==> config.mk <==
export PLATFORM = sky130hd
export DESIGN_NAME = lcd_window_fill_sequencer_flat
export DESIGN_NICKNAME = d
export VERILOG_FILES = /design/src/lwf_pkg.sv /design/src/lwf_if.sv /design/src/lwf_in_reg.sv /design/src/lwf_seq_core.sv /design/src/lwf_out_reg.sv /design/src/lcd_window_fill_sequencer.sv /design/src/flat_wrapper.sv
export SDC_FILE = /design/constraint.sdc
export NUM_CORES = 1
export LEC_CHECK = 0
export BUFFER_PORTS_ARGS = -buffer_cell sky130_fd_sc_hd__buf_2
export CORE_UTILIZATION = 55
export DETAILED_ROUTE_END_ITERATION = 6
export PLACE_DENSITY = 0.71
export SETUP_SLACK_MARGIN = 0.5
export SLEW_MARGIN = 20
export SYNTH_ARGS = -nofsm -noshare
export SYNTH_HDL_FRONTEND = slang
export SYNTH_SLANG_ARGS = --single-unit
==> constraint.sdc <==
create_clock -name clk_i -period 5.3 [get_ports clk_i]
set_input_delay 0.53 -clock clk_i [delete_from_list [all_inputs] [get_ports clk_i]]
set_output_delay 0.53 -clock clk_i [all_outputs]
set_load 0.03 [all_outputs]
==> src/lwf_pkg.sv <==
// ---------------------------------------------------------------------------
// lwf_pkg - shared types and constants for the window fill sequencer
// Field widths, bus command codes and the item/result structs used between
// the input register, the sequencing core and the output register.
// ---------------------------------------------------------------------------
package lwf_pkg;

  // field widths
  localparam int unsigned SideW  = 9;
  localparam int unsigned CoordW = 16;
  localparam int unsigned ColorW = 16;
  localparam int unsigned ByteW  = 8;

  // default for the largest window side plus one
  localparam int unsigned MaxSideDefault = 512;

  // item function codes
  localparam logic FuncStart = 1'b0;
  localparam logic FuncTick  = 1'b1;

  // bus command codes
  localparam logic [ByteW-1:0] CmdColSet   = 8'h2A;
  localparam logic [ByteW-1:0] CmdRowSet   = 8'h2B;
  localparam logic [ByteW-1:0] CmdMemWrite = 8'h2C;
  localparam logic [ByteW-1:0] ByteMask    = 8'hFF;

  // one input item
  typedef struct packed {
    logic              func;
    logic [SideW-1:0]  start_col;
    logic [SideW-1:0]  start_row;
    logic [SideW-1:0]  win_width;
    logic [SideW-1:0]  win_height;
    logic [ColorW-1:0] fill_color;
  } lwf_item_t;

  // one result item
  typedef struct packed {
    logic             is_data;
    logic [ByteW-1:0] bus_byte;
    logic             last;
  } lwf_res_t;

  // handoff from the input register to the core
  typedef struct packed {
    logic      vld;
    lwf_item_t item;
  } lwf_stage_t;

endpackage

==> src/lwf_if.sv <==
// ---------------------------------------------------------------------------
// lwf_if - valid/ready channels of the window fill sequencer
// Input channel carries the start/tick item, output channel one bus byte.
// ---------------------------------------------------------------------------
interface lwf_in_if import lwf_pkg::*; ();
  logic              valid;
  logic              ready;
  logic              func;
  logic [SideW-1:0]  start_col;
  logic [SideW-1:0]  start_row;
  logic [SideW-1:0]  win_width;
  logic [SideW-1:0]  win_height;
  logic [ColorW-1:0] fill_color;

  modport source (
    output valid, func, start_col, start_row, win_width, win_height, fill_color,
    input  ready
  );
  modport sink (
    input  valid, func, start_col, start_row, win_width, win_height, fill_color,
    output ready
  );
endinterface

interface lwf_out_if import lwf_pkg::*; ();
  logic             valid;
  logic             ready;
  logic             is_data;
  logic [ByteW-1:0] bus_byte;
  logic             last;

  modport source (
    output valid, is_data, bus_byte, last,
    input  ready
  );
  modport sink (
    input  valid, is_data, bus_byte, last,
    output ready
  );
endinterface

==> src/lwf_in_reg.sv <==
// ---------------------------------------------------------------------------
// lwf_in_reg - input item register
// Holds one accepted item until the core takes it; refills in the same cycle.
// ---------------------------------------------------------------------------
module lwf_in_reg import lwf_pkg::*; (
  input  logic       clk_i,
  input  logic       rst_ni,
  input  logic       valid_i,
  output logic       ready_o,
  input  lwf_item_t  item_i,
  input  logic       take_i,
  output lwf_stage_t stage_o
);

  logic      vld_q, vld_d;
  lwf_item_t item_q;
  logic      accept;

  // free when empty or drained this cycle
  assign ready_o = !vld_q || take_i;
  assign accept  = valid_i && ready_o;

  always_comb begin
    vld_d = vld_q;
    if (accept) begin
      vld_d = 1'b1;
    end else if (take_i) begin
      vld_d = 1'b0;
    end
  end

  // valid flag
  always_ff @(posedge clk_i or negedge rst_ni) begin
    if (!rst_ni) begin
      vld_q <= 1'b0;
    end else begin
      vld_q <= vld_d;
    end
  end

  // payload
  always_ff @(posedge clk_i) begin
    if (accept) begin
      item_q <= item_i;
    end
  end

  assign stage_o.vld  = vld_q;
  assign stage_o.item = item_q;

endmodule

==> src/lwf_seq_core.sv <==
// ---------------------------------------------------------------------------
// lwf_seq_core - window fill sequencing state
// Latches the window on a start item and picks the next bus byte on a tick.
// ---------------------------------------------------------------------------
module lwf_seq_core import lwf_pkg::*; #(
  parameter int unsigned MAX_SIDE = MaxSideDefault
) (
  input  logic       clk_i,
  input  logic       rst_ni,
  input  lwf_stage_t stage_i,
  input  logic       out_free_i,
  output logic       take_o,
  output logic       res_vld_o,
  output lwf_res_t   res_o
);

  // largest side the 9-bit fields can reach after clamping
  localparam int unsigned SideLim = (MAX_SIDE - 1 < (1 << SideW) - 1) ?
                                    MAX_SIDE - 1 : (1 << SideW) - 1;
  localparam int unsigned PixW    = $clog2(SideLim * SideLim + 1);
  localparam logic [SideW-1:0] SideMax = SideW'(SideLim);

  typedef enum logic [3:0] {
    StepColCmd     = 4'd0,
    StepColBeginHi = 4'd1,
    StepColBeginLo = 4'd2,
    StepColEndHi   = 4'd3,
    StepColEndLo   = 4'd4,
    StepRowCmd     = 4'd5,
    StepRowBeginHi = 4'd6,
    StepRowBeginLo = 4'd7,
    StepRowEndHi   = 4'd8,
    StepRowEndLo   = 4'd9,
    StepMemCmd     = 4'd10,
    StepPixels     = 4'd11
  } hdr_step_e;

  logic              busy_q, busy_d;
  hdr_step_e         step_q, step_d;
  logic [PixW-1:0]   pix_q, pix_d;
  logic              low_q, low_d;
  logic [SideW-1:0]  col_begin_q, row_begin_q;
  logic [CoordW-1:0] col_end_q, row_end_q;
  logic [ColorW-1:0] color_q;
  logic              latch;

  logic [SideW-1:0]    w_cl, h_cl;
  logic [CoordW-1:0]   col_end_d, row_end_d;
  logic [2*SideW-1:0]  area;
  logic [PixW-1:0]     pix_dec;
  lwf_item_t           item;

  assign item   = stage_i.item;
  assign take_o = stage_i.vld && out_free_i;

  // clamp sizes, window end corners and pixel count
  assign w_cl      = (item.win_width  > SideMax) ? SideMax : item.win_width;
  assign h_cl      = (item.win_height > SideMax) ? SideMax : item.win_height;
  assign col_end_d = CoordW'(item.start_col) + CoordW'(w_cl) - CoordW'(1);
  assign row_end_d = CoordW'(item.start_row) + CoordW'(h_cl) - CoordW'(1);
  assign area      = w_cl * h_cl;
  assign pix_dec   = pix_q - PixW'(1);

  // next state and result byte
  always_comb begin
    busy_d        = busy_q;
    step_d        = step_q;
    pix_d         = pix_q;
    low_d         = low_q;
    latch         = 1'b0;
    res_vld_o     = 1'b0;
    res_o.is_data = 1'b1;
    res_o.bus_byte = '0;
    res_o.last    = 1'b0;
    if (take_o) begin
      if (item.func == FuncStart) begin
        if (!busy_q) begin
          latch  = 1'b1;
          busy_d = 1'b1;
          step_d = StepColCmd;
          low_d  = 1'b0;
          pix_d  = PixW'(area);
        end
      end else if (busy_q) begin
        res_vld_o = 1'b1;
        if (step_q != StepPixels) begin
          step_d = hdr_step_e'(step_q + 4'd1);
          unique case (step_q)
            StepColCmd: begin
              res_o.is_data  = 1'b0;
              res_o.bus_byte = CmdColSet;
            end
            StepColBeginHi: res_o.bus_byte = ByteW'(col_begin_q >> ByteW);
            StepColBeginLo: res_o.bus_byte = col_begin_q[ByteW-1:0];
            StepColEndHi:   res_o.bus_byte = col_end_q[CoordW-1:ByteW];
            StepColEndLo:   res_o.bus_byte = col_end_q[ByteW-1:0];
            StepRowCmd: begin
              res_o.is_data  = 1'b0;
              res_o.bus_byte = CmdRowSet;
            end
            StepRowBeginHi: res_o.bus_byte = ByteW'(row_begin_q >> ByteW);
            StepRowBeginLo: res_o.bus_byte = row_begin_q[ByteW-1:0];
            StepRowEndHi:   res_o.bus_byte = row_end_q[CoordW-1:ByteW];
            StepRowEndLo:   res_o.bus_byte = row_end_q[ByteW-1:0];
            StepMemCmd: begin
              res_o.is_data  = 1'b0;
              res_o.bus_byte = CmdMemWrite;
              // empty window ends on the memory write command
              if (pix_q == '0) begin
                res_o.last = 1'b1;
                busy_d     = 1'b0;
              end
            end
            default: begin
              res_o.bus_byte = ByteMask;
            end
          endcase
        end else if (!low_q) begin
          res_o.bus_byte = color_q[ColorW-1:ByteW];
          low_d          = 1'b1;
        end else begin
          res_o.bus_byte = color_q[ByteW-1:0];
          low_d          = 1'b0;
          if (pix_q != '0) begin
            pix_d = pix_dec;
          end
          if (pix_q == PixW'(1) || pix_q == '0) begin
            res_o.last = 1'b1;
            busy_d     = 1'b0;
          end
        end
      end
    end
  end

  // control state
  always_ff @(posedge clk_i or negedge rst_ni) begin
    if (!rst_ni) begin
      busy_q <= 1'b0;
      step_q <= StepColCmd;
      pix_q  <= '0;
      low_q  <= 1'b0;
    end else begin
      busy_q <= busy_d;
      step_q <= step_d;
      pix_q  <= pix_d;
      low_q  <= low_d;
    end
  end

  // window and color latch
  always_ff @(posedge clk_i) begin
    if (latch) begin
      col_begin_q <= item.start_col;
      row_begin_q <= item.start_row;
      col_end_q   <= col_end_d;
      row_end_q   <= row_end_d;
      color_q     <= item.fill_color;
    end
  end

endmodule

==> src/lwf_out_reg.sv <==
// ---------------------------------------------------------------------------
// lwf_out_reg - result item register
// Holds one bus byte until the receiver takes it.
// ---------------------------------------------------------------------------
module lwf_out_reg import lwf_pkg::*; (
  input  logic     clk_i,
  input  logic     rst_ni,
  input  logic     res_vld_i,
  input  lwf_res_t res_i,
  output logic     free_o,
  output logic     valid_o,
  input  logic     ready_i,
  output lwf_res_t res_o
);

  logic     vld_q, vld_d;
  lwf_res_t res_q;

  // can load when empty or being drained
  assign free_o = !vld_q || ready_i;

  always_comb begin
    vld_d = vld_q;
    if (res_vld_i) begin
      vld_d = 1'b1;
    end else if (ready_i) begin
      vld_d = 1'b0;
    end
  end

  // valid flag
  always_ff @(posedge clk_i or negedge rst_ni) begin
    if (!rst_ni) begin
      vld_q <= 1'b0;
    end else begin
      vld_q <= vld_d;
    end
  end

  // payload
  always_ff @(posedge clk_i) begin
    if (res_vld_i) begin
      res_q <= res_i;
    end
  end

  assign valid_o = vld_q;
  assign res_o   = res_q;

endmodule

==> src/lcd_window_fill_sequencer.sv <==
// ---------------------------------------------------------------------------
// lcd_window_fill_sequencer - rectangle fill byte source for a DCS LCD bus
// Turns a start item plus a stream of tick items into the command/data
// bytes that set a column/row window and fill it with one color.
// ---------------------------------------------------------------------------
// Usage:
//   in_i  : valid/ready items. func=0 starts a fill (ignored while a fill is
//           running), func=1 asks for the next bus byte (ignored when idle).
//   out_o : valid/ready bus bytes with is_data and last. Header is 0x2A with
//           four column bytes, 0x2B with four row bytes, 0x2C, then color
//           high/low per pixel; last marks the final byte of a fill.
//   Path: a tick is held in the input register, its byte in the output register.
//   Throughput: one item per cycle while out_o is not stalled; the sequencing
//           step between the input register and the output register is combinational.
//   Stall: while out_o is held, the output register keeps its byte, the
//           input register holds one more item and in_i.ready drops.
//   Reset: rst_ni clears both registers and the sequencer to idle.
// ---------------------------------------------------------------------------
module lcd_window_fill_sequencer import lwf_pkg::*; #(
  parameter int unsigned MAX_SIDE = MaxSideDefault
) (
  input  logic  clk_i,
  input  logic  rst_ni,
  lwf_in_if.sink    in_i,
  lwf_out_if.source out_o
);

  lwf_item_t  in_item;
  lwf_stage_t stage;
  logic       take;
  logic       out_free;
  logic       res_vld;
  lwf_res_t   res;
  lwf_res_t   out_res;

  // input payload gather
  assign in_item.func       = in_i.func;
  assign in_item.start_col  = in_i.start_col;
  assign in_item.start_row  = in_i.start_row;
  assign in_item.win_width  = in_i.win_width;
  assign in_item.win_height = in_i.win_height;
  assign in_item.fill_color = in_i.fill_color;

  lwf_in_reg u_in_reg (
    .clk_i   (clk_i),
    .rst_ni  (rst_ni),
    .valid_i (in_i.valid),
    .ready_o (in_i.ready),
    .item_i  (in_item),
    .take_i  (take),
    .stage_o (stage)
  );

  lwf_seq_core #(
    .MAX_SIDE (MAX_SIDE)
  ) u_core (
    .clk_i      (clk_i),
    .rst_ni     (rst_ni),
    .stage_i    (stage),
    .out_free_i (out_free),
    .take_o     (take),
    .res_vld_o  (res_vld),
    .res_o      (res)
  );

  lwf_out_reg u_out_reg (
    .clk_i     (clk_i),
    .rst_ni    (rst_ni),
    .res_vld_i (res_vld),
    .res_i     (res),
    .free_o    (out_free),
    .valid_o   (out_o.valid),
    .ready_i   (out_o.ready),
    .res_o     (out_res)
  );

  // output payload scatter
  assign out_o.is_data  = out_res.is_data;
  assign out_o.bus_byte = out_res.bus_byte;
  assign out_o.last     = out_res.last;

endmodule

==> src/flat_wrapper.sv <==
// flat-port wrapper written by rule: the top's interface ports become plain ports
module lcd_window_fill_sequencer_flat import lwf_pkg::*;
#(
  parameter int unsigned MAX_SIDE = MaxSideDefault
)
  (clk_i, rst_ni, in_i_valid, in_i_func, in_i_start_col, in_i_start_row, in_i_win_width, in_i_win_height, in_i_fill_color, in_i_ready, out_o_valid, out_o_is_data, out_o_bus_byte, out_o_last, out_o_ready);
  lwf_in_if in_i_i ();
  lwf_out_if out_o_i ();
  input  logic clk_i;
  input  logic rst_ni;
  input wire logic [$bits(in_i_i.valid)-1:0] in_i_valid;
  input wire logic [$bits(in_i_i.func)-1:0] in_i_func;
  input wire logic [$bits(in_i_i.start_col)-1:0] in_i_start_col;
  input wire logic [$bits(in_i_i.start_row)-1:0] in_i_start_row;
  input wire logic [$bits(in_i_i.win_width)-1:0] in_i_win_width;
  input wire logic [$bits(in_i_i.win_height)-1:0] in_i_win_height;
  input wire logic [$bits(in_i_i.fill_color)-1:0] in_i_fill_color;
  output wire logic [$bits(in_i_i.ready)-1:0] in_i_ready;
  output wire logic [$bits(out_o_i.valid)-1:0] out_o_valid;
  output wire logic [$bits(out_o_i.is_data)-1:0] out_o_is_data;
  output wire logic [$bits(out_o_i.bus_byte)-1:0] out_o_bus_byte;
  output wire logic [$bits(out_o_i.last)-1:0] out_o_last;
  input wire logic [$bits(out_o_i.ready)-1:0] out_o_ready;
  assign in_i_i.valid = in_i_valid;
  assign in_i_i.func = in_i_func;
  assign in_i_i.start_col = in_i_start_col;
  assign in_i_i.start_row = in_i_start_row;
  assign in_i_i.win_width = in_i_win_width;
  assign in_i_i.win_height = in_i_win_height;
  assign in_i_i.fill_color = in_i_fill_color;
  assign in_i_ready = in_i_i.ready;
  assign out_o_valid = out_o_i.valid;
  assign out_o_is_data = out_o_i.is_data;
  assign out_o_bus_byte = out_o_i.bus_byte;
  assign out_o_last = out_o_i.last;
  assign out_o_i.ready = out_o_ready;
  lcd_window_fill_sequencer #(.MAX_SIDE(MAX_SIDE)) u_core (.clk_i(clk_i), .rst_ni(rst_ni), .in_i(in_i_i), .out_o(out_o_i));
endmodule
==> results of run 1 <==
[state kept, by name (all words and copies together), names as in the netlist]
name and count:
u_core.u_core.low_q 1, u_core.u_core.col_begin_q 9, u_core.u_core.busy_q 1, u_core.u_core.row_end_q 11, u_core.u_core.color_q 16, u_core.u_in_reg.stage_o 53, u_core.u_core.col_end_q 11, u_core.u_out_reg.valid_o 1
u_core.u_core.step_q 4, u_core.u_core.pix_q 18, u_core.u_in_reg.vld_q 1, u_core.u_core.row_begin_q 9, u_core.u_out_reg.res_o 10
[logic make-up (layout without fill, tap and decap cells)]
kind of cell,count (synthesis),count (layout)
AO/OA/AOI/OAI,153,153
XOR/XNOR,24,24
adder cells (fa/ha/maj),130,130
buffers and inverters,177,259
flip-flops,145,145
multiplexers,12,12
AND/OR/NAND/NOR,227,227
[final timing paths]
| kind | start | end | slack (ns) |
|---|---|---|---|
| max | u_core.u_in_reg.stage_o[29]$_DFFE_PP_ | u_core.u_core.pix_q[17]$_DFFE_PN0P_ | 0.63 |
| min in group clk_i | in_i_start_col[0] | u_core.u_in_reg.stage_o[43]$_DFFE_PP_ | 0.27 |
| max in group asynchronous | rst_ni | u_core.u_core.step_q[3]$_DFFE_PN0P_ | 4.78 |
| max reg2reg | u_core.u_in_reg.stage_o[29]$_DFFE_PP_ | u_core.u_core.pix_q[17]$_DFFE_PN0P_ | 0.63 |
| min reg2reg | u_core.u_in_reg.stage_o[15]$_DFFE_PP_ | u_core.u_core.color_q[15]$_DFFE_PP_ | 0.42 |
| min | rst_ni | u_core.u_core.pix_q[3]$_DFFE_PN0P_ | 0.12 |
[routing by layer]
| metal | global-route usage, % | part of all wire (%) | vias to the layer above |
|---|---|---|---|
| met5 | 0 | 0 | - |
| met4 | 10.04 | 3.0 | 0 |
| met1 | 32.91 | 45 | 3060 |
| met3 | 4.680 | 5.2 | 40 |
| li1 | - | - | 3155 |
| met2 | 37.67 | 46 | 228 |
[synth_stat cells, drive strengths merged (5+ instances only)]
| cell type | number | share of area [%] |
|---|---|---|
| nor2b | 6 | 0.40 |
| xnor2 | 18 | 1.7 |
| nand2 | 66 | 2.6 |
| nand4 | 6 | 0.46 |
| nand3 | 12 | 0.64 |
| or4 | 6 | 0.56 |
| a222oi | 5 | 0.53 |
| a221oi | 5 | 0.46 |
| ha | 78 | 10 |
| a211oi | 9 | 0.71 |
| a21o | 9 | 0.71 |
| inv | 153 | 6.1 |
| nor4 | 8 | 0.69 |
| fa | 52 | 11 |
| o41ai | 5 | 0.46 |
| a21oi | 28 | 1.6 |
| or3 | 10 | 0.73 |
| edfxtp | 119 | 38 |
| nor3 | 13 | 0.74 |
| dfrtp | 26 | 6.9 |
| a22o | 5 | 0.46 |
| xor2 | 6 | 0.56 |
| o21ai | 38 | 2.1 |
| nor2 | 83 | 3.4 |
| clkbuf | 17 | 0.67 |
| mux2i | 10 | 1.1 |
| a32o | 5 | 0.53 |
[where the power goes]
group / internal (uW) / switching [uW] / total [uW] / leakage (uW)
clock network: 659 / 502 / 1160 / 0.000277
logic: 723 / 1020 / 1750 / 0.00300
registers: 1350 / 137 / 1490 / 0.00140
[cells in the final DEF (no fill, tap or decap), types with 6 or more instances in the layout]
master	n
xor2_1	6
o21ai_0	25
edfxtp_1	119
nand3_1	12
or3_1	8
clkbuf_16	17
nor4_1	7
nand2_1	66
o21ai_1	12
a211oi_1	9
a21o_1	9
nor3_1	12
mux2i_1	10
buf_2	68
dfrtp_1	26
nor2b_1	6
xnor2_1	18
a21oi_1	25
inv_1	148
nor2_1	81
ha_1	78
fa_1	52
[stage by stage]
stage | area, um2 | util (%)
floorplan | 9457 | -
global placement | 9998 | 59.87
detailed placement | 9998 | 59.87
CTS | 10580 | 63.32
global route | 10600 | 63.45
finish | 10600 | 63.45
[area by class of cell]
cell class / count / area share, %
tap: 220 / 2.598
inverter: 156 / 5.597
clock inverter: 15 / 1.429
multi-input combinational: 546 / 43.07
clock buffer: 17 / 4.015
timing repair buffer: 71 / 3.424
sequential: 145 / 39.86
[critical path, stage by stage, from the launching register on]
cell	delay, ns
edfxtp_1	0.45
inv_1	0.25
nor2_1	0.10
fa_1	0.47
fa_1	0.51
fa_1	0.56
inv_1	0.06
fa_1	0.52
inv_1	0.04
ha_1	0.34
a21oi_2	0.21
nor2_1	0.07
o31ai_1	0.24
a21oi_1	0.12
o311a_1	0.29
or3_1	0.30
==> out/metrics.yaml, run 1 <==
routing:
  route.detailed.drc: 0
  ant_nets: 0
  via_per_inst: 5.541
  wl_per_cell_um: 17.18
  routed_wirelength_um: 20100
  drt_iter0_markers: 545
  vias: 6483
  drtPass1Iterations: 5
finish:
  fill_cells: 1372
  area_growth_pct: 12.05
  fin_nets: 1124
  multiInputGateArea_um2: 4564
  drive_gt1_share_pct: 13.79
  diodes: 0
  register_area_um2: 4224
  layout.cells.non_filler: 1170
timing:
  rsz0062_at_grt: "yes"
  slew_viol_final: 0
  worst-slew-pin-transition_ns: 0.9539
  maxClockFrequency_mhz: 214.1
  finalHoldViolCount: 0
  fin_crit_ns: 4.670
  final.setup.worst_slack_ns: 0.6299
  slew_headroom_pct: 36.32
  fin_worst_skew_ns: 0.01541
  fin_hold_ws_ns: 0.1161
  fin_tns_setup_ns: 0
  setup_viol: 0
  period_share_pct: 88.11
power_and_ir_drop:
  irDropWorstVdd_mv: 0.2458
  p_total_uw: 4392
  leakage_uw: 0.004682
  powerDensity_nw_per_um2: 414.5
setup_path:
  critPathLaunchType: "register"
  path_class: "reg2reg"
  critPathArrivalTime_ns: 4.96
  crit_required_ns: 5.59
  cp-end-kind: "register"
  crit_path_max_fanout: 7
  worstRegToRegCells: 15
floorplanning:
  num_io_pins: 69
  core_um2: 16700
  die_w_um: 133.1
  fp.dieH_um: 133.1
  fp-row-count: 47
  die_area_um2: 17720
  start_util_pct: 56.62
clock_network:
  cts_buffers: 17
  postCtsHoldBufs: 0
  clockBufferDepth: 2
  htreeDepth: 4
  clock-root-buffer: "clkbuf_16"
  cts_setup_buffers: 0
  cts_tree: "built"
  clkTransAtPathRegs_ns: 0.07
  clk-insertion-delay-late_ns: 0.43
  cts_sinks: 145
  ctsResizeCount: 0
grt:
  grt_remaining_overflow: 0
  grt_use_total_pct: 24.02
  grt_pass1_wl_um: 32520
  grt_pass1_vias: 6406
  grt_max_degree: 54
  antenna_found_initial: 0
run_status:
  status: "finished clean"
logic_synthesis:
  synth_edf_count: 119
  synthCells: 868
  syn_area_um2: 9457
  synthAdderAreaFrac_pct: 21.33
  synth-compound-area-share_pct: 11.46
  synthArstFlopShare_pct: 17.93
  synth-xor-area-share_pct: 2.223
  synth-seq-cells: 145
  synth_top_family_by_area: "adder cells"
  seq_area_frac_synth_pct: 44.67
  synthSimpleGateAreaFrac_pct: 11.80
  synth_cell_types: 75
  yosys_warnings: 0
  mappedNetlistNets: 1055
  synth_flop_cell: "edfxtp_1"
  synth.area.mux_share_pct: 1.297
  synth.avg_cell_area_um2: 10.89
hold_path:
  hold_class: "in2async"
placed_design:
  dpl.cell_count: 1138
  pre_cts_slack_ns: 0.5753
  place.gp.congestion: 0.8961
  io_buffers: 68
  dpl.hpwl_um: 14990
job:
  maxCapViolations: 0
Note: power is estimated with default switching activity, not from simulation.
==> run 2, diff against run 1 <==
--- a/config.mk
+++ b/config.mk
@@ -8,7 +8,7 @@
 export BUFFER_PORTS_ARGS = -buffer_cell sky130_fd_sc_hd__buf_2
 export CORE_UTILIZATION = 55
 export DETAILED_ROUTE_END_ITERATION = 6
-export PLACE_DENSITY = 0.71
+export PLACE_DENSITY = 0.74
 export SETUP_SLACK_MARGIN = 0.5
 export SLEW_MARGIN = 20
 export SYNTH_ARGS = -nofsm -noshare
==> constraint.sdc (replaced) <==
create_clock -name clk_i -period 3.8 [get_ports clk_i]
set_input_delay 0.38 -clock clk_i [delete_from_list [all_inputs] [get_ports clk_i]]
set_output_delay 0.38 -clock clk_i [all_outputs]
set_load 0.03 [all_outputs]
==> run 2 against run 1 <==
Compared with the run above:
- the flow now finishes with violations (setup timing)
- sequential share of layout area is 3.2 points lower
- critical endpoint unchanged
- global-route usage is 0.45 points higher
- clock-buffer cell count stayed put
- utilization is 5.6 points higher
- power is 62% higher
- critical path depth is 2 lower
- setup slack worse by 1.1 ns
- combinational power is 97% higher
- non-clock buffer count is 77 higher
- fmax is 10% higher
- critical path type unchanged
- routed wire length is 1.8% higher
==> out/metrics.yaml, run 2 (synthesis results as in run 1) <==
timing:
  final.setup.worst_slack_ns: -0.4325  # -1.062 ns
  fin_tns_setup_ns: -3.523  # -3.523 ns
  worst-slew-pin-transition_ns: 0.8447  # -0.1092 ns
  slew_viol_final: 0  # unchanged
  rsz0062_at_grt: "yes"
  setup_viol: 11  # +11
  fin_crit_ns: 4.232  # -0.4376 ns
  fin_hold_ws_ns: 0.1196  # +0.003486 ns
  fin_worst_skew_ns: 0.009968  # -0.005444 ns
  maxClockFrequency_mhz: 236.3  # +10%
  finalHoldViolCount: 0  # unchanged
  period_share_pct: 111.4  # +23 points
  slew_headroom_pct: 43.69  # +7.4 points
clock_network:
  htreeDepth: 4  # unchanged
  clk-insertion-delay-late_ns: 0.43  # about the same
  cts_sinks: 145  # unchanged
  clockBufferDepth: 2  # unchanged
  clock-root-buffer: "clkbuf_16"
  cts_tree: "built"
  cts_buffers: 17  # unchanged
  clkTransAtPathRegs_ns: 0.07  # about the same
finish:
  final_common_cell: "inv_1"
  diodes: 0  # unchanged
  fin_nets: 1201  # +6.9%
  final_cell_mix: "inv_1 (130), edfxtp_1 (119), nor2_1 (73), ha_1 (69)"
  layout.cells.non_filler: 1247  # +6.6%
  largest_reg_flops: 53  # unchanged
  drive_gt1_share_pct: 26.29  # +13 points
  area_growth_pct: 21.86
  final_cell_area_um2: 11520  # +8.8%
routing:
  routed_wirelength_um: 20470  # +1.8%
  ant_nets: 0  # unchanged
  route.detailed.drc: 0  # unchanged
  drt_iter0_markers: 576  # +5.7%
  via_per_inst: 5.431  # -2.0%
  drtPass1Iterations: 6  # +1
  vias: 6773  # +4.5%
  wl_per_cell_um: 16.41  # -4.5%
floorplanning:
  fp-row-count: 47  # unchanged
  start_util_pct: 56.62  # unchanged
  die_area_um2: 17720  # unchanged
  die_w_um: 133.1  # unchanged
  core_um2: 16700  # unchanged
  num_io_pins: 69  # unchanged
  fp.dieH_um: 133.1  # unchanged
setup_path:
  critPathArrivalTime_ns: 4.55  # -0.41 ns
  path_cells: "inv_4, buf_4, nor2_1, fa_1, fa_1, fa_1, ha_1, ha_4, a21o_1, o31ai_1, a21oi_1, o311a_1, or3_1"
  crit_path_start: "u_core.u_in_reg.stage_o[29]$_DFFE_PP_"
  cpPeakStageDelay_ns: 0.55  # about the same
  cp_top_family: "adder cells"
  cp_common_cell: "fa_1"
  crit_path_max_fanout: 6  # -1
  critPathLaunchType: "register"
  r2r-start: "u_core.u_in_reg.stage_o[29]$_DFFE_PP_"
  cpMaxStageDelayCell: "fa_1"
  cp-end-kind: "register"
  crit_buf_inv: 2  # -1
  path_class: "reg2reg"
  crit_required_ns: 4.11  # -1.48 ns
hold_path:
  hold_class: "in2reg"
  holdCritStartpoint: "in_i_fill_color[10]"
grt:
  antenna_found_initial: 0  # unchanged
  grt_remaining_overflow: 0  # unchanged
  grt_pass1_vias: 6446  # +0.62%
  grt_max_degree: 49  # -9.3%
  grt_pass1_wl_um: 33040  # +1.6%
  grt_use_total_pct: 24.47  # +0.45 points
power_and_ir_drop:
  pwr-share-comb_pct: 48.4  # +8.6 points
  irDropWorstVdd_mv: 0.5023  # +100%
  switching_power_uw: 2696  # +62%
  netSwitchingFraction_pct: 37.94  # +0.11 points
  p_int_uw: 4411  # +62%
  clkPwrFrac_pct: 22.4  # -4.0 points
  leakage_uw: 0.005106  # +9.1%
  sequentialPowerShare_pct: 29.1  # -4.7 points
  powerDensity_nw_per_um2: 616.8  # +49%
run_status:
  violations: "setup timing"
  status: "finished, violations left"
placed_design:
  io_buffers: 68  # unchanged
  place.gp.congestion: 0.9101  # +1.6%
  placed_cell_area_um2: 10560  # +5.6%
  dpl.cell_count: 1196  # +5.1%
  dpl.hpwl_um: 14900  # -0.62%
job:
  maxCapViolations: 0  # unchanged
==> run 2: changes by cell type in the layout (fill, tap and decap cells not counted), sizes merged <==
cell | before | now
buf | 71 | 147
bufinv | 1 | 0
clkinv | 7 | 8
clkinvlp | 4 | 2
dlygate4sd3 | 0 | 1
inv | 159 | 161
==> run 2: final timing paths <==
kind	to	slack, ns	depth (start not counted)
worst max-delay path	u_core.u_core.pix_q[17]$_DFFE_PN0P_	-0.43	13
worst min-delay path	u_core.u_in_reg.stage_o[10]$_DFFE_PP_	0.12	1
worst max register to register	u_core.u_core.pix_q[17]$_DFFE_PN0P_	-0.43	13
worst min register to register	u_core.u_core.color_q[1]$_DFFE_PP_	0.42	0
max in group asynchronous	u_core.u_core.pix_q[15]$_DFFE_PN0P_	2.88	2
min in group asynchronous	u_core.u_core.pix_q[5]$_DFFE_PN0P_	0.50	2
==> run 2: stage by stage <==
step | utilization (%) | total power (uW) | setup WS [ns]
finish | 69.00 | 7108 | -0.4325
CTS | 68.32 | 6918 | -0.4400
global route | 69.00 | 7584 | -0.5765
global placement | 63.25 | 5058 | -0.4137
detailed placement | 63.25 | 5092 | -0.4663
floorplan | - | 4153 | -0.2663
==> run 2: metal layers <==
| layer | track usage, % | share of wire [%] |
|---|---|---|
| met5 | 0 | 0 |
| met4 | 8.270 | 1.8 |
| met3 | 4.871 | 5.4 |
| met2 | 38.77 | 47 |
| met1 | 33.93 | 46 |
==> run 2: layout make-up <==
type / count / area, um2
repair buffers: 148 / 984.7
well taps: 220 / 275.3
clock buffers: 17 / 425.4
inverters: 156 / 590.6
flip-flops and latches: 145 / 4224
fillers: 1212 / 5177
multi-input cells: 546 / 4885
clock inverters: 15 / 138.9
==> run 2: repair_timing <==
action	4_1_cts	5_1_grt
endpoints found under the setup margin	13	13
setup buffers	14	4
pin swaps	34	22
hold buffers	1	0
resized for setup	43	18
endpoints found under the hold margin	26	0
==> run 2: power groups by stage <==
stage	sequential, uW	clock, uW	combinational [uW]
2_1_floorplan	2030	0	2130
3_3_place_gp	2090	0	2970
3_5_place_dp	2100	0	2990
4_1_cts	2060	1610	3240
5_1_grt	2090	1670	3820
6_report	2070	1590	3440
==> run 3, diff against run 2 <==
--- a/config.mk
+++ b/config.mk
@@ -6,6 +6,8 @@
 export NUM_CORES = 1
 export LEC_CHECK = 0
 export BUFFER_PORTS_ARGS = -buffer_cell sky130_fd_sc_hd__buf_2
+export CAP_MARGIN = 20
+export CORE_ASPECT_RATIO = 0.7
 export CORE_UTILIZATION = 55
 export DETAILED_ROUTE_END_ITERATION = 6
 export PLACE_DENSITY = 0.74
==> run 3 against run 2 <==
Compared with the run above:
- the flow still finishes with violations (setup timing)
- critical path depth grew 3
- die area about the same
- combinational power rose by 1%
- sequential power hardly changed
- sequential cell count stayed put
- non-clock buffer count up 5
- fmax is 1.8% lower
- first-iteration DRC count rose by 11%
- sequential share of layout area about the same
- worst hold slack got worse by 0.015 ns
- clock power is 8% higher
- routed wire length rose by 8.6%
- largest cell class unchanged
- largest power group unchanged
- highest routed layer unchanged
==> out/metrics.yaml, run 3 (synthesis results as in run 1) <==
power_and_ir_drop:
  powerDensity_nw_per_um2: 631.5  # +2.4%
  pwr-share-comb_pct: 47.9  # -0.5 points
  clkPwrFrac_pct: 23.6  # +1.2 points
  netSwitchingFraction_pct: 39.19  # +1.2 points
  sequentialPowerShare_pct: 28.5  # -0.6 points
  irDropWorstVdd_mv: 0.3823  # -24%
  leakage_uw: 0.005126  # +0.40%
  switching_power_uw: 2853  # +5.8%
  p_int_uw: 4427  # +0.37%
placed_design:
  pre_cts_slack_ns: -0.5091  # -0.04282 ns
  dpl.hpwl_um: 16270  # +9.2%
  io_buffers: 68  # unchanged
  dpl.cell_count: 1201  # +0.42%
  place.gp.congestion: 0.8898  # -2.2%
clock_network:
  cts_sinks: 145  # unchanged
  htreeDepth: 4  # unchanged
  clkTransAtPathRegs_ns: 0.07  # about the same
  clockBufferDepth: 2  # unchanged
  cts_tree: "built"
  clk-insertion-delay-late_ns: 0.44  # about the same
  cts_buffers: 17  # unchanged
  clock-root-buffer: "clkbuf_16"
finish:
  final_core_util_pct: 69.69  # +0.69 points
  diodes: 0  # unchanged
  drive_gt1_share_pct: 25.97  # -0.32 points
  area_growth_pct: 21.91  # about the same
  largest_reg_flops: 53  # unchanged
  fin_nets: 1206  # +0.42%
  layout.cells.non_filler: 1257  # +0.80%
  final_common_cell: "inv_1"
  final_cell_mix: "inv_1 (132), edfxtp_1 (119), buf_4 (78), nor2_1 (71), ha_1 (69)"
timing:
  slew_headroom_pct: 41.25  # -2.4 points
  period_share_pct: 113.4  # +2.0 points
  final.setup.worst_slack_ns: -0.5088  # -0.07627 ns
  setup_viol: 11  # unchanged
  fin_crit_ns: 4.309  # +0.07627 ns
  rsz0062_at_grt: "yes"
  fin_hold_ws_ns: 0.1050  # -0.01462 ns
  fin_worst_skew_ns: 0.01324  # +0.003271 ns
  worst-slew-pin-transition_ns: 0.8813  # +0.03661 ns
  finalHoldViolCount: 0  # unchanged
  maxClockFrequency_mhz: 232.1  # -1.8%
  slew_viol_final: 0  # unchanged
run_status:
  status: "finished, violations left"
  violations: "setup timing"
routing:
  drt_iter0_markers: 638  # +11%
  vias: 7019  # +3.6%
  ant_nets: 0  # unchanged
  drtPass1Iterations: 7  # +1
  wl_per_cell_um: 17.67  # +7.7%
  via_per_inst: 5.584  # +2.8%
  route.detailed.drc: 0  # unchanged
  routed_wirelength_um: 22220  # +8.6%
setup_path:
  path_class: "reg2reg"
  crit_required_ns: 4.11  # about the same
  worstRegToRegCells: 16  # +3
  crit_end: "u_core.u_core.pix_q[17]$_DFFE_PN0P_"
  r2r_slack_ns: -0.51  # -0.08 ns
  cp-end-kind: "register"
  crit_path_start: "u_core.u_in_reg.stage_o[29]$_DFFE_PP_"
  r2r-start: "u_core.u_in_reg.stage_o[29]$_DFFE_PP_"
  critPathArrivalTime_ns: 4.62  # +0.07 ns
  crit_path_max_fanout: 5  # -1
  r2r-end: "u_core.u_core.pix_q[17]$_DFFE_PN0P_"
  critPathLaunchType: "register"
job:
  maxCapViolations: 0  # unchanged
floorplanning:
  fp.dieH_um: 111.7  # -16%
  num_io_pins: 69  # unchanged
  fp-row-count: 39  # -17%
  die_w_um: 158.7  # +19%
  die_area_um2: 17730  # about the same
  start_util_pct: 57.17  # +0.54 points
  core_um2: 16540  # -0.95%
grt:
  grt_pass1_wl_um: 35590  # +7.7%
  grt_pass1_vias: 6775  # +5.1%
  antenna_found_initial: 0  # unchanged
  grt_max_degree: 54  # +10%
  grt_use_total_pct: 26.14  # +1.7 points
  grt_remaining_overflow: 0  # unchanged
hold_path:
  hold_class: "in2reg"
-- run 3: cell types whose count changed in the layout (fill, tap and decap cells not counted), sizes merged --
cell	previous run	this run
buf	147	152
clkinvlp	2	1
inv	161	162
-- run 3: per-layer routing --
layer  global-route usage [%]  wire length [um]
met1                    39.67             10650
met2                    38.10              9552
met3                    5.551              1821
met4                    6.667               192
met5                        0                 0
-- run 3: what timing repair did --
item,4_1_cts,5_1_grt
hold buffers,1,0
buffers inserted,4,19
endpoints found under the hold margin,26,0
pin swaps,13,21
gates resized for setup,26,17
setup endpoints to repair,13,13
-- run 3: area by class of cell --
| cell class | instances | area, um2 |
|---|---|---|
| Clock buffer | 17 | 425.4 |
| Tap cell | 225 | 281.5 |
| Fill cell | 1217 | 5014 |
| Inverter | 156 | 593.1 |
| Clock inverter | 15 | 182.7 |
| Sequential cell | 145 | 4224 |
| Multi-Input combinational cell | 546 | 4818 |
| Timing Repair Buffer | 153 | 1003 |
-- run 3: power groups by stage --
stage,registers [uW],clock network [uW],logic (uW)
after floorplan,2030,0,2130
after global placement,2100,0,3050
after detailed placement,2100,0,3090
after CTS,2070,1730,3340
after global routing,2100,1790,3840
final,2080,1710,3490
-- run 3: critical path: stages (launching register included) --
cell and delay, ns:
edfxtp_1 0.45, inv_2 0.17, buf_6 0.13, nor2_2 0.04
fa_1 0.46, fa_1 0.49, fa_1 0.52, inv_1 0.05
fa_1 0.49, inv_2 0.05, ha_4 0.26, nand2_2 0.08
nor2_1 0.05, o31ai_1 0.23, a21oi_1 0.12, o311a_1 0.29
or3_1 0.30
-- run 3: worst min path at each step --
stage	from	endpoint	slack (ns)	cells after the start
6_report	in_i_win_width[0]	u_core.u_in_reg.stage_o[25]$_DFFE_PP_	0.10	1
5_1_grt	in_i_fill_color[7]	u_core.u_in_reg.stage_o[7]$_DFFE_PP_	0.09	1
4_1_cts	in_i_win_width[0]	u_core.u_in_reg.stage_o[25]$_DFFE_PP_	0.10	1
3_5_place_dp	u_core.u_in_reg.stage_o[15]$_DFFE_PP_	u_core.u_core.color_q[15]$_DFFE_PP_	0.40	0
3_3_place_gp	u_core.u_in_reg.stage_o[8]$_DFFE_PP_	u_core.u_core.color_q[8]$_DFFE_PP_	0.40	0
2_1_floorplan	rst_ni	u_core.u_core.busy_q$_DFFE_PN0P_	0.08	0
-- run 3: stage by stage --
stage                     instance area [um2]  setup TNS [ns]  power (uW)
after global placement                  10570          -3.001        5144
after global routing                    11530          -5.610        7732
final                                   11530          -3.773        7280
after detailed placement                10570          -3.644        5188
after floorplan                          9598          -1.050        4153
after CTS                               11330          -3.474        7144
